## config.mk

```make
export PLATFORM = sky130hd
export DESIGN_NAME = three_floor_elevator_controller
export DESIGN_NICKNAME = d
export VERILOG_FILES = /design/src/elc_pkg.sv /design/src/elc_step.sv /design/src/three_floor_elevator_controller.sv
export SDC_FILE = /design/constraint.sdc
export NUM_CORES = 1
export LEC_CHECK = 0
export BUFFER_PORTS_ARGS = -buffer_cell sky130_fd_sc_hd__buf_2
export CAP_MARGIN = 10
export CORE_MARGIN = 1
export CORE_UTILIZATION = 55
export CTS_BUF_LIST = sky130_fd_sc_hd__clkbuf_4 sky130_fd_sc_hd__clkbuf_8
export DETAILED_ROUTE_END_ITERATION = 12
export PLACE_DENSITY = 0.86
export SLEW_MARGIN = 20
export SYNTH_ARGS = -nofsm -noshare
export SYNTH_HDL_FRONTEND = slang
export SYNTH_SLANG_ARGS = --single-unit
```

## constraint.sdc

```tcl
create_clock -name aclk -period 6 [get_ports aclk]
set_input_delay 0.3 -clock aclk [delete_from_list [all_inputs] [get_ports aclk]]
set_output_delay 0.3 -clock aclk [all_outputs]
set_load 0.02 [all_outputs]
```

## src/elc_pkg.sv

```systemverilog
package elc_pkg;

    // Operating modes, one-hot inside the block.
    typedef enum logic [5:0] {
        MODE_IDLE  = 6'b000001,
        MODE_UP    = 6'b000010,
        MODE_DOWN  = 6'b000100,
        MODE_EWAIT = 6'b001000,
        MODE_EDESC = 6'b010000,
        MODE_DWAIT = 6'b100000
    } mode_t;

    // Mode numbers as reported on the result word.
    localparam logic [2:0] CODE_IDLE  = 3'd0;
    localparam logic [2:0] CODE_UP    = 3'd1;
    localparam logic [2:0] CODE_DOWN  = 3'd2;
    localparam logic [2:0] CODE_EWAIT = 3'd3;
    localparam logic [2:0] CODE_EDESC = 3'd4;
    localparam logic [2:0] CODE_DWAIT = 3'd5;

    // Configuration register indexes.
    localparam logic CFG_BLINK_HALF_PERIOD = 1'b0;
    localparam logic CFG_DIAG_PULSE_LIMIT  = 1'b1;

    localparam logic [15:0] BLINK_HALF_PERIOD_RST = 16'd1000;
    localparam logic [7:0]  DIAG_PULSE_LIMIT_RST  = 8'd3;

    typedef struct packed {
        mode_t       run_mode;
        logic [1:0]  travel_target;
        logic [1:0]  saved_travel;
        logic [15:0] blink_count;
        logic        blink_on;
        logic [7:0]  pulse_count;
        logic        emergency_pending;
        logic        diag_pending;
        logic [1:0]  shown_floor;
    } ctrl_state_t;

    typedef struct packed {
        logic [2:0] mode;
        logic       diag_led;
        logic       emergency_led;
        logic [1:0] floor_display;
        logic       motor_down;
        logic       motor_up;
    } result_t;

    function automatic logic [2:0] mode_code(mode_t m);
        logic [2:0] c;
        case (m)
            MODE_IDLE:  c = CODE_IDLE;
            MODE_UP:    c = CODE_UP;
            MODE_DOWN:  c = CODE_DOWN;
            MODE_EWAIT: c = CODE_EWAIT;
            MODE_EDESC: c = CODE_EDESC;
            MODE_DWAIT: c = CODE_DWAIT;
            default:    c = CODE_IDLE;
        endcase
        return c;
    endfunction

endpackage

```

## src/elc_step.sv

```systemverilog
module elc_step (
    input  elc_pkg::ctrl_state_t cur_i,
    input  logic [15:0]          blink_half_period_i,
    input  logic [7:0]           diag_pulse_limit_i,
    input  logic [2:0]           floor_sensors_i,
    input  logic [6:0]           call_buttons_i,
    input  logic                 emergency_event_i,
    input  logic                 diag_pulse_i,
    input  logic                 resume_button_i,
    input  logic                 ms_tick_i,
    output elc_pkg::ctrl_state_t next_o,
    output elc_pkg::result_t     result_o
);
    import elc_pkg::*;

    ctrl_state_t st;
    logic [15:0] half;
    logic [7:0]  limit;
    logic        c1, c2, c3;
    logic        blink_done;
    logic        at_target;

    assign half  = (blink_half_period_i == 16'd0) ? 16'd1 : blink_half_period_i;
    assign limit = (diag_pulse_limit_i == 8'd0) ? 8'd1 : diag_pulse_limit_i;
    assign c1 = |call_buttons_i[1:0];
    assign c2 = |call_buttons_i[4:2];
    assign c3 = |call_buttons_i[6:5];

    always_comb begin
        st         = cur_i;
        blink_done = 1'b0;
        at_target  = 1'b0;

        // Diagnostic pulses are counted first.
        if (diag_pulse_i && st.run_mode != MODE_DWAIT) begin
            st.pulse_count = st.pulse_count + 8'd1;
            if (st.pulse_count >= limit) begin
                st.pulse_count  = 8'd0;
                st.diag_pending = 1'b1;
            end
        end

        // Then the emergency edge.
        if (emergency_event_i) begin
            if (st.run_mode == MODE_IDLE || st.run_mode == MODE_UP
                    || st.run_mode == MODE_DOWN) begin
                st.saved_travel = 2'(mode_code(st.run_mode));
                st.run_mode     = MODE_EWAIT;
                st.blink_count  = 16'd0;
                st.blink_on     = 1'b1;
            end else if (st.run_mode == MODE_DWAIT) begin
                st.emergency_pending = 1'b1;
            end
        end

        // Pending stops are served while the car is in normal service.
        if (st.run_mode == MODE_IDLE || st.run_mode == MODE_UP
                || st.run_mode == MODE_DOWN) begin
            if (st.emergency_pending) begin
                st.emergency_pending = 1'b0;
                st.saved_travel      = 2'(mode_code(st.run_mode));
                st.run_mode          = MODE_EWAIT;
                st.blink_count       = 16'd0;
                st.blink_on          = 1'b1;
            end else if (st.diag_pending) begin
                st.diag_pending = 1'b0;
                st.saved_travel = 2'(mode_code(st.run_mode));
                st.run_mode     = MODE_DWAIT;
                st.blink_count  = 16'd0;
                st.blink_on     = 1'b1;
            end
        end

        // Blink advance shared by both wait modes; only used there.
        if ((st.run_mode == MODE_EWAIT || st.run_mode == MODE_DWAIT) && ms_tick_i) begin
            st.blink_count = st.blink_count + 16'd1;
            if (st.blink_count >= half) begin
                st.blink_count = 16'd0;
                st.blink_on    = ~st.blink_on;
                blink_done     = st.blink_on && resume_button_i;
            end
        end

        case (st.travel_target)
            2'd1:    at_target = floor_sensors_i[0];
            2'd2:    at_target = floor_sensors_i[1];
            2'd3:    at_target = floor_sensors_i[2];
            default: at_target = 1'b0;
        endcase

        case (st.run_mode)
            MODE_IDLE: begin
                if (floor_sensors_i[0]) begin
                    st.shown_floor = 2'd1;
                    if (c2) begin
                        st.travel_target = 2'd2;
                        st.run_mode      = MODE_UP;
                    end else if (c3) begin
                        st.travel_target = 2'd3;
                        st.run_mode      = MODE_UP;
                    end
                end else if (floor_sensors_i[1]) begin
                    st.shown_floor = 2'd2;
                    if (c1) begin
                        st.travel_target = 2'd1;
                        st.run_mode      = MODE_DOWN;
                    end else if (c3) begin
                        st.travel_target = 2'd3;
                        st.run_mode      = MODE_UP;
                    end
                end else if (floor_sensors_i[2]) begin
                    st.shown_floor = 2'd3;
                    if (c1) begin
                        st.travel_target = 2'd1;
                        st.run_mode      = MODE_DOWN;
                    end else if (c2) begin
                        st.travel_target = 2'd2;
                        st.run_mode      = MODE_DOWN;
                    end
                end
            end
            MODE_UP, MODE_DOWN: begin
                if (at_target) begin
                    st.run_mode = MODE_IDLE;
                end
            end
            MODE_EWAIT: begin
                if (blink_done) begin
                    st.blink_on    = 1'b0;
                    st.blink_count = 16'd0;
                    st.run_mode    = MODE_EDESC;
                end
            end
            MODE_EDESC: begin
                if (|floor_sensors_i[1:0]) begin
                    st.shown_floor = floor_sensors_i[1] ? 2'd2 : 2'd1;
                    if (st.diag_pending) begin
                        st.diag_pending = 1'b0;
                        st.run_mode     = MODE_DWAIT;
                        st.blink_count  = 16'd0;
                        st.blink_on     = 1'b1;
                    end else begin
                        st.run_mode = (st.saved_travel == CODE_UP[1:0])   ? MODE_UP :
                                      (st.saved_travel == CODE_DOWN[1:0]) ? MODE_DOWN :
                                                                            MODE_IDLE;
                        st.saved_travel = 2'd0;
                        st.blink_on     = 1'b0;
                        st.blink_count  = 16'd0;
                    end
                end
            end
            MODE_DWAIT: begin
                if (blink_done) begin
                    st.pulse_count = 8'd0;
                    if (st.emergency_pending) begin
                        st.emergency_pending = 1'b0;
                        st.run_mode          = MODE_EWAIT;
                        st.blink_count       = 16'd0;
                        st.blink_on          = 1'b1;
                    end else begin
                        st.run_mode = (st.saved_travel == CODE_UP[1:0])   ? MODE_UP :
                                      (st.saved_travel == CODE_DOWN[1:0]) ? MODE_DOWN :
                                                                            MODE_IDLE;
                        st.saved_travel = 2'd0;
                        st.blink_on     = 1'b0;
                        st.blink_count  = 16'd0;
                    end
                end
            end
            default: begin
                st.run_mode = MODE_IDLE;
            end
        endcase

        next_o = st;

        result_o.motor_up      = (st.run_mode == MODE_UP);
        result_o.motor_down    = (st.run_mode == MODE_DOWN) || (st.run_mode == MODE_EDESC);
        result_o.floor_display = st.shown_floor;
        result_o.emergency_led = (st.run_mode == MODE_EWAIT) && st.blink_on;
        result_o.diag_led      = (st.run_mode == MODE_DWAIT) && st.blink_on;
        result_o.mode          = mode_code(st.run_mode);
    end

endmodule

```

## src/three_floor_elevator_controller.sv

```systemverilog
// Three-floor elevator controller. Each input word is one sample of the car's
// pins: floor sensors, call buttons, the emergency and diagnostic edges, the
// resume button and a blink time tick. For every accepted word the block
// updates its controller state and returns exactly one result word with the
// motor drives, the floor display, the two indicator LEDs and the mode number.
// The whole state update for a word is a single pass of combinational logic
// from the state registers to the result register, so a new word is taken on
// every clock while the result side keeps up, and the result register alone
// decides back-pressure. Blink timing counts ms_tick samples, not clocks. The
// configuration port writes blink_half_period (index 0) and diag_pulse_limit
// (index 1) and should only be used while no word is in flight.
module three_floor_elevator_controller (
    input  logic        aclk,
    input  logic        aresetn,
    // Input words.
    input  logic        s_tvalid,
    output logic        s_tready,
    // From bit 0: floor_sensors[2:0], call_buttons[9:3], emergency_event[10],
    // diag_pulse[11], resume_button[12], ms_tick[13], zero[15:14].
    input  logic [15:0] s_tdata,
    // Result words.
    output logic        m_tvalid,
    input  logic        m_tready,
    // From bit 0: motor_up[0], motor_down[1], floor_display[3:2],
    // emergency_led[4], diag_led[5], mode[8:6], zero[15:9].
    output logic [15:0] m_tdata,
    // Configuration writes.
    input  logic        cfg_wr_en,
    input  logic        cfg_addr,
    input  logic [15:0] cfg_wdata
);
    import elc_pkg::*;

    ctrl_state_t state_reg;
    ctrl_state_t state_next;
    result_t     result_next;
    logic [15:0] blink_half_period_reg;
    logic [7:0]  diag_pulse_limit_reg;
    logic        m_tvalid_reg;
    logic [15:0] m_tdata_reg;
    logic        accept;

    // A word enters whenever the result register is empty or being drained.
    assign s_tready = !m_tvalid_reg || m_tready;
    assign accept   = s_tvalid && s_tready;
    assign m_tvalid = m_tvalid_reg;
    assign m_tdata  = m_tdata_reg;

    elc_step u_step (
        .cur_i               (state_reg),
        .blink_half_period_i (blink_half_period_reg),
        .diag_pulse_limit_i  (diag_pulse_limit_reg),
        .floor_sensors_i     (s_tdata[2:0]),
        .call_buttons_i      (s_tdata[9:3]),
        .emergency_event_i   (s_tdata[10]),
        .diag_pulse_i        (s_tdata[11]),
        .resume_button_i     (s_tdata[12]),
        .ms_tick_i           (s_tdata[13]),
        .next_o              (state_next),
        .result_o            (result_next)
    );

    // Controller state, configuration and the result valid flag.
    always_ff @(posedge aclk) begin
        if (!aresetn) begin
            state_reg.run_mode          <= MODE_IDLE;
            state_reg.travel_target     <= 2'd0;
            state_reg.saved_travel      <= 2'd0;
            state_reg.blink_count       <= 16'd0;
            state_reg.blink_on          <= 1'b0;
            state_reg.pulse_count       <= 8'd0;
            state_reg.emergency_pending <= 1'b0;
            state_reg.diag_pending      <= 1'b0;
            state_reg.shown_floor       <= 2'd0;
            blink_half_period_reg       <= BLINK_HALF_PERIOD_RST;
            diag_pulse_limit_reg        <= DIAG_PULSE_LIMIT_RST;
            m_tvalid_reg                <= 1'b0;
        end else begin
            if (cfg_wr_en) begin
                case (cfg_addr)
                    CFG_BLINK_HALF_PERIOD: blink_half_period_reg <= cfg_wdata;
                    CFG_DIAG_PULSE_LIMIT:  diag_pulse_limit_reg  <= cfg_wdata[7:0];
                    default:               blink_half_period_reg <= blink_half_period_reg;
                endcase
            end
            if (accept) begin
                state_reg    <= state_next;
                m_tvalid_reg <= 1'b1;
            end else if (m_tready) begin
                m_tvalid_reg <= 1'b0;
            end
        end
    end

    // Result payload, loaded with each accepted word.
    always_ff @(posedge aclk) begin
        if (accept) begin
            m_tdata_reg <= {7'd0, result_next.mode, result_next.diag_led,
                            result_next.emergency_led, result_next.floor_display,
                            result_next.motor_down, result_next.motor_up};
        end
    end

endmodule

```

==> impl_metrics.yaml, run 1 <==
sta:
  fmax_mhz: 177
  slew_headroom_pct: 31.5
  worst_slew_pin_slew_ns: 1.02
  min_period_ns: 5.66
  clock-skew-final_ns: 0.0105
  setup_viol: 0
  maxSlewViolCount: 0
  hold_viol_final: 0
  rsz0062_at_grt: "no"
  tns_ns: 0
  finalCritPeriodShare_pct: 94.4
  hold_slack_ns: 0.158
floorplanning:
  core.rowCount: 34
  die_h_um: 98.2
  die_area_um2: 9640
  io_pins: 56
  core_area_um2: 8850
  die_x_um: 98.2
  initial_core_util_pct: 57.5
synth:
  ys_types: 78
  synth_compound_area_share_pct: 27.0
  synth_top_area_share_pct: 25.2
  synth_xor_area_share_pct: 3.44
  syn_avg_cell_area_um2: 7.81
  synthAdderAreaFrac_pct: 6.89
  synth-seq-area-share_pct: 30.5
  synth-simple-area-share_pct: 25.4
  yosysTopAreaCell: "dfxtp_1"
  synth_edf_count: 9
  synth_seq_cells: 73
  synth.area.mux_share_pct: 0.787
  yosysWarnings: 0
  synthTopCellsByArea: "dfxtp_1 25%, nand2_1 8.3%, ha_1 6.9%, edfxtp_1 5.3%, o21ai_0 3.5%"
  synth_flop_cell: "dfxtp_1"
  synth_top_family_by_area: "compound AO/OA/AOI/OAI gates"
  netlist_area_um2: 5090
  syn_inst: 651
  async_reset_ff_share_pct: 0
worst_hold_path:
  holdCritPathClass: "in -> reg"
  hold_start: "cfg_wdata[9]"
finish:
  nets: 755
  fillers: 750
  areaGrowthSynthToFinish_pct: 10.4
  antenna_cells: 0
  drive_gt1_share_pct: 15.4
  largest_reg_flops: 39
  layout_commonest_cell: "nand2_1"
  layout_common_cells: "113 x nand2_1, 64 x dfxtp_1, 46 x buf_2"
clocking:
  postCtsHoldBufs: 0
  ctsLongestPathBuffers: 2
  root_buffer: "clkbuf_8"
  tritoncts: "done"
  clock_sinks: 73
  numCtsBuffers: 9
  clk_latency_ns: 0.36
  clk_pin_slew_ns: 0.09
  htree_levels: 3
grt:
  grt_max_degree: 46
  grt_first_pass_wirelength_mm: 21.1
  track_usage_pct: 26.6
  grt_pass1_vias: 4700
  grt-ovfl-total: 0
  antenna_found_initial: 0
power_and_ir_drop:
  peakVddDrop_uv: 151
  power_density_nw_per_um2: 208
  p_leak_nw: 2.31
drt:
  avgRoutedWirePerCell_um: 15.8
  firstDrtPassIters: 12
  viasPerCell: 6.28
  vias: 5035
  drt_wl_total_mm: 12.7
  dr.first_iter.drc_count: 478
  drc: 4
  ant_nets: 0
worst_setup_path:
  crit_cells: 24
  crit-reg2reg-launch: "state_reg[6]"
  worstPathRequired_ns: 6.22
  path_cells: "and3_2 -> and3_1 -> and3_1 -> xnor2_2 -> ha_1 -> nand4_1 -> o311ai_2 -> nand2_1 -> and2_2 -> ha_4 -> nand3_1 -> nor2_2 -> buf_4 -> xnor2_1 -> nor2_1 -> ha_1 -> a2111oi_0 -> nand2_1 -> a21oi_1 -> o41a_1 -> o32ai_2 -> a221o_1 -> a2111oi_4 -> nand3b_1"
  r2r_end: "m_tdata[6]"
  critPathTopFamily: "compound AO/OA/AOI/OAI gates"
  crit_path_max_fanout: 5
  critPathLaunchType: "register"
  critPathCapture: "m_tdata[6]"
  slowest_stage: "a2111oi_0"
  critPathCaptureType: "register"
  criticalPathCategory: "reg -> reg"
  r2r_cells: 24
  rrSetupSlack_ns: 0.34
  cpPeakStageDelay_ns: 0.38
  critPathLaunch: "state_reg[6]"
  crit_arrival_ns: 5.88
  path_buf_inv: 1
placed_design:
  place_congestion: 0.949
  io_buffers: 46
  dpl.hpwl_mm: 9.33
job:
  maxCapViolations: 0
status:
  status: "finished, violations left"
  violations: "DRC"
[metal layers]
layer,vias up,track usage [%],routed length [µm]
li1,2409,-,-
met1,2295,33.3,5510
met2,276,44.9,5870
met3,55,4.15,924
met4,0,12.6,389
met5,-,0,0
[cells by family after synthesis]
group	after synthesis
AOI/OAI and AO/OA	183
xor gates and xnor gates	20
adders and majority gates	28
buffers and inverters	71
DFF	73
muxes	4
other	1
and+or+nand+nor	271
[metrics by stage]
stage	cell area, µm²	cells	utilization (%)	setup slack (ns)	power (mW)
4_1_cts	5570	801	62.9	0.121	1.17
3_3_place_gp	5390	785	60.9	0.361	0.791
2_1_floorplan	5110	657	-	0.426	0.735
6_report	5620	802	63.5	0.336	1.17
3_5_place_dp	5390	785	60.9	0.214	0.801
5_1_grt	5620	802	63.5	0.00448	1.22
[worst min-delay path by stage]
stage / end / slack [ns] / depth (start not counted)
after detailed placement: state_reg[29] / 0.46 / 1
after global placement: state_reg[29] / 0.46 / 1
after CTS: blink_half_period_reg[9] / 0.16 / 3
final: blink_half_period_reg[9] / 0.16 / 3
after global routing: blink_half_period_reg[8] / 0.18 / 3
after floorplan: diag_pulse_limit_reg[0] / 0.42 / 2
[where the power goes]
part | internal (mW) | switching, mW | total, mW
clock network | 0.160 | 0.210 | 0.370
logic | 0.0940 | 0.167 | 0.261
registers | 0.517 | 0.0203 | 0.537
[worst min-delay path, delay by kind of cell]
family / cells / cell delay [ns]
compound gates: 1 / 0.07
buf+inv: 1 / 0.07
simple gates: 1 / 0.04
[layout make-up]
type | instances | area [µm²] | share of cell area, %
Sequential cell | 73 | 1550 | 27.6
Clock inverter | 6 | 48.8 | 0.869
Multi-Input combinational cell | 513 | 3300 | 58.8
Tap cell | 108 | 135 | 2.41
Inverter | 34 | 128 | 2.27
Clock buffer | 10 | 131 | 2.34
Timing Repair Buffer | 58 | 320 | 5.70
[synth_stat cells, types with 11 or more instances]
cell type,count
o211ai_1,13
xnor2_1,12
a21boi_0,22
nand3_1,26
ha_1,28
nor2_1,46
a21oi_1,30
nand2_1,113
dfxtp_1,64
inv_1,34
clkbuf_1,24
o21ai_0,36
o21a_1,11
nor3_1,15
[what timing repair did]
action	in CTS	in global routing
endpoints found under the setup margin	0	26
gates resized for setup	0	10
setup buffers	0	1
Note: power is estimated with default switching activity, not from simulation.
==> run 2, diff against run 1 <==
Settings changed: ABC_AREA set to 1, CORE_MARGIN 1 to 2, CTS_BUF_LIST sky130_fd_sc_hd__clkbuf_4 sky130_fd_sc_hd__clkbuf_8 to sky130_fd_sc_hd__clkbuf_8 sky130_fd_sc_hd__clkbuf_16, PLACE_DENSITY 0.86 to 0.85.
==> impl_metrics.yaml, run 2 <==
drt:
  dr.first_iter.drc_count: 493
  drt_wl_total_mm: 13.7
  firstDrtPassIters: 5
  drc: 0
  avgRoutedWirePerCell_um: 13.2
  vias: 5580
  viasPerCell: 5.39
  ant_nets: 0
sta:
  tns_ns: 0
  worst_slew_pin_slew_ns: 0.926
  clock-skew-final_ns: 0.0124
  hold_viol_final: 0
  setup_viol: 0
  slew_headroom_pct: 38.0
  maxSlewViolCount: 0
  fmax_mhz: 182
  min_period_ns: 5.50
  worst_slack_ns: 0.504
  finalCritPeriodShare_pct: 91.6
worst_setup_path:
  cpPeakStageDelay_ns: 0.38
  criticalPathCategory: "reg -> reg"
  rrSetupSlack_ns: 0.50
  crit_path_max_fanout: 6
  critPathCapture: "m_tdata[0]"
  crit-reg2reg-launch: "state_reg[4]"
  critPathLaunch: "state_reg[4]"
  critPathLaunchType: "register"
  r2r_end: "m_tdata[0]"
  r2r_cells: 36
  crit_arrival_ns: 5.62
  worstPathRequired_ns: 6.12
  critPathCaptureType: "register"
  slowest_stage: "dfxtp_2"
synth:
  synth_top_area_share_pct: 23.1
  syn_avg_cell_area_um2: 6.52
  yosysTopAreaCell: "dfxtp_1"
  ys_types: 51
  synthTopCellsByArea: "dfxtp_1 23%, nand2_1 13%, inv_1 8.5%, a21oi_1 6.6%, ha_1 6.3%"
  synth_flop_cell: "dfxtp_1"
  async_reset_ff_share_pct: 0
  synth_seq_cells: 73
  netlist_area_um2: 5550
  yosysMostFrequentCell: "nand2_1"
  synth_edf_count: 9
  syn_inst: 851
  yosysWarnings: 0
  ys_top_cells_by_count: "197 x nand2_1, 126 x inv_1, 73 x a21oi_1"
  synth-seq-area-share_pct: 28.0
floorplanning:
  die_area_um2: 10900
  die_h_um: 104
  core.rowCount: 36
  core_area_um2: 9770
  initial_core_util_pct: 56.7
  io_pins: 56
  die_x_um: 104
placed_design:
  io_buffers: 46
  dpl.hpwl_mm: 9.94
  place_congestion: 0.977
  preCtsSetupSlack_ns: 0.0938
finish:
  layout_commonest_cell: "nand2_1"
  drive_gt1_share_pct: 15.0
  areaGrowthSynthToFinish_pct: 11.6
  largest_reg_flops: 39
  nets: 963
  layout_common_cells: "194 x nand2_1, 127 x inv_1, 72 x a21oi_1"
  antenna_cells: 0
power_and_ir_drop:
  peakVddDrop_uv: 96.9
  p_leak_nw: 3.04
  power_density_nw_per_um2: 210
clocking:
  ctsLongestPathBuffers: 2
  root_buffer: "clkbuf_8"
  postCtsHoldBufs: 0
  clk_latency_ns: 0.35
  tritoncts: "done"
  clock_sinks: 73
  htree_levels: 3
  clk_pin_slew_ns: 0.08
  numCtsBuffers: 9
grt:
  grt-ovfl-total: 0
  grt_max_degree: 42
  grt_pass1_vias: 4967
  track_usage_pct: 25.2
  grt_first_pass_wirelength_mm: 22.7
  antenna_found_initial: 0
worst_hold_path:
  holdCritPathClass: "in -> reg"
job:
  maxCapViolations: 0
status:
  status: "finished clean"
-- run 2: stage by stage --
step / power (mW) / hold WS, ns / instance area (µm²) / instances / util, %
final: 1.30 / 0.177 / 6190 / 1035 / 63.3
after detailed placement: 0.868 / 0.460 / 5860 / 1014 / 59.9
after floorplan: 0.797 / 0.413 / 5570 / 857 / -
after global routing: 1.36 / 0.173 / 6190 / 1035 / 63.3
after CTS: 1.28 / 0.172 / 6070 / 1030 / 62.1
after global placement: 0.864 / 0.453 / 5860 / 1014 / 59.9
-- run 2: layer usage --
metal	share of wire (%)	vias up	GRT usage, %
li1	-	2857	-
met1	45	2490	34.1
met2	46	205	40.3
met3	7.4	28	5.08
met4	1.7	0	7.63
met5	0	-	0
-- run 2: cell type report --
class                      instances  area [µm²]
clock buffer                       9         124
clock inverter                     7        85.1
fill                             879        3580
inverter                         138         528
multi-input combinational        617        3410
sequential                        73        1550
tap                              133         166
timing repair buffer              58         320
-- run 2: repair_timing --
action / 4_1_cts / 5_1_grt
buffers inserted: 0 / 5
setup endpoints to repair: 0 / 41
hold endpoints to repair: 0 / 0
gates resized for setup: 0 / 20
-- run 2: how the worst min path moves through the flow --
| stage | start | endpoint | slack, ns | cells after the start |
|---|---|---|---|---|
| 6_report | cfg_wdata[3] | blink_half_period_reg[3] | 0.18 | 3 |
| 5_1_grt | cfg_wdata[3] | blink_half_period_reg[3] | 0.17 | 3 |
| 4_1_cts | cfg_wdata[9] | blink_half_period_reg[9] | 0.17 | 3 |
| 3_5_place_dp | state_reg[24] | state_reg[24] | 0.46 | 2 |
| 3_3_place_gp | state_reg[29] | state_reg[29] | 0.45 | 2 |
| 2_1_floorplan | cfg_wdata[0] | diag_pulse_limit_reg[0] | 0.41 | 2 |
-- run 2: worst max-delay path: cells and delay by family (launching register included) --
family | cells | cell delay [ns]
compound gates | 3 | 0.55
buf+inv | 3 | 0.12
flops | 1 | 0.38
fa+ha+maj | 3 | 0.76
simple gates | 26 | 3.18
xor+xnor | 1 | 0.22
-- run 2: where the power goes --
group / internal (mW) / switching (mW)
registers: 0.522 / 0.0157
clock network: 0.231 / 0.190
logic: 0.107 / 0.232
-- run 2: kinds of logic (layout without fill, tap and decap cells) --
family	count (synthesis)	count (layout)	share of synthesized area [%]
xor gates and xnor gates	14	14	2.35
other	1	7	0.0676
DFF	73	73	28.0
adders and majority gates	28	28	6.32
buffers and inverters	167	212	12.4
AOI/OAI and AO/OA	157	157	15.7
and+or+nand+nor	411	411	35.2
==> run 3, diff against run 2 <==
Settings changed: ABC_AREA 1 to not set, PLACE_DENSITY 0.85 to 0.86.
==> impl_metrics.yaml, run 3 (same netlist as run 1, synthesis figures left out) <==
grt:
  grt_pass1_vias: 4665
  met1_usage_pct: 33.3
  grt.busiest_layer: "met2"
  antenna_found_initial: 0
  met3_usage_pct: 4.32
  track_usage_pct: 25.8
  grt_util_met2_pct: 43.1
  grt_max_degree: 46
  grt_first_pass_wirelength_mm: 21.3
  grt-ovfl-total: 0
worst_setup_path:
  cpPeakStageDelay_ns: 0.59
  path_buf_inv: 2
  slowest_stage: "o41a_1"
  worstPathRequired_ns: 6.10
  crit_arrival_ns: 5.80
  critPathLaunchType: "register"
  critPathCaptureType: "register"
  critPathTopFamily: "simple AND/OR/NAND/NOR gates"
  criticalPathCategory: "reg -> reg"
  crit_path_max_fanout: 5
drt:
  vias: 5038
  drc: 0
  firstDrtPassIters: 5
  viasPerCell: 6.24
  ant_nets: 0
  avgRoutedWirePerCell_um: 16.1
  drt_wl_total_mm: 13.0
  dr.first_iter.drc_count: 368
clocking:
  clock_sinks: 73
  numCtsBuffers: 9
  ctsLongestPathBuffers: 2
  htree_levels: 3
  clk_latency_ns: 0.36
  postCtsHoldBufs: 0
  root_buffer: "clkbuf_8"
  tritoncts: "done"
  clk_pin_slew_ns: 0.08
floorplanning:
  die_x_um: 100
  io_pins: 56
  die_area_um2: 10000
  core.rowCount: 35
  initial_core_util_pct: 55.8
  core_area_um2: 9110
  die_h_um: 100
status:
  status: "finished clean"
sta:
  clock-skew-final_ns: 0.0110
  setup_viol: 0
  tns_ns: 0
  maxSlewViolCount: 0
  fmax_mhz: 176
  slew_headroom_pct: 37.4
  min_period_ns: 5.70
  hold_viol_final: 0
  worst_slew_pin_slew_ns: 0.932
  finalCritPeriodShare_pct: 94.9
placed_design:
  io_buffers: 46
  dpl.hpwl_mm: 9.53
  place_congestion: 0.930
finish:
  fillers: 779
  largest_reg_flops: 39
  drive_gt1_share_pct: 15.5
  areaGrowthSynthToFinish_pct: 11.7
  layout_commonest_cell: "nand2_1"
  antenna_cells: 0
  layout_common_cells: "113 x nand2_1, 64 x dfxtp_1, 46 x buf_2"
  nets: 757
job:
  maxCapViolations: 0
power_and_ir_drop:
  p_leak_nw: 2.34
  power_density_nw_per_um2: 213
  peakVddDrop_uv: 148
  power_mw: 1.21
worst_hold_path:
  holdCritPathClass: "in -> reg"
-- run 3: timing repair --
item | CTS | global route
resized for setup | 0 | 13
endpoints found under the setup margin | 0 | 19
endpoints found under the hold margin | 0 | 0
buffers inserted | 0 | 3
-- run 3: metal layers --
| layer | share of wire (%) | up-vias |
|---|---|---|
| met1 | 42 | 2354 |
| li1 | - | 2414 |
| met4 | 2.7 | 0 |
| met3 | 7.1 | 43 |
| met5 | 0 | - |
| met2 | 48 | 227 |
-- run 3: power breakdown --
group          total, mW  switching [mW]  internal, mW  leakage [nW]
Sequential         0.538          0.0212         0.517         0.612
Clock              0.408           0.193         0.214         0.107
Combinational      0.263           0.167        0.0953          1.62
Total               1.21           0.382         0.827          2.34
-- run 3: area by class of cell --
class                   instances  area (µm²)  share of cell area, %
repair buffers                 60         335                   5.90
well taps                     111         139                   2.45
clock buffers                  11         151                   2.67
multi-input cells             513        3320                   58.4
flip-flops and latches         73        1550                   27.3
inverters                      34         128                   2.25
clock inverters                 5        55.1                  0.969
-- run 3: tightest hold or removal path, cell delays in order --
cell and delay [ns]:
buf_2 0.07, nand2_1 0.04, o211ai_1 0.07
-- run 3: stage by stage --
step | hold WS [ns] | instances | utilization (%) | instance area [µm²] | setup WS [ns]
final | 0.163 | 807 | 62.3 | 5680 | 0.304
after global routing | 0.174 | 807 | 62.3 | 5680 | -0.0292
after CTS | 0.164 | 804 | 61.4 | 5600 | 0.117
after detailed placement | 0.462 | 788 | 59.2 | 5390 | 0.232
after global placement | 0.455 | 788 | 59.2 | 5390 | 0.411
after floorplan | 0.424 | 657 | - | 5110 | 0.426
-- run 3: final timing paths --
path / from / endpoint / slack [ns] / cells past startpoint
min reg2reg: diag_pulse_limit_reg[2] / diag_pulse_limit_reg[2] / 0.47 / 2
max reg2reg: state_reg[6] / m_tdata[6] / 0.30 / 25
max: state_reg[6] / m_tdata[6] / 0.30 / 25
min: cfg_wdata[8] / blink_half_period_reg[8] / 0.16 / 3
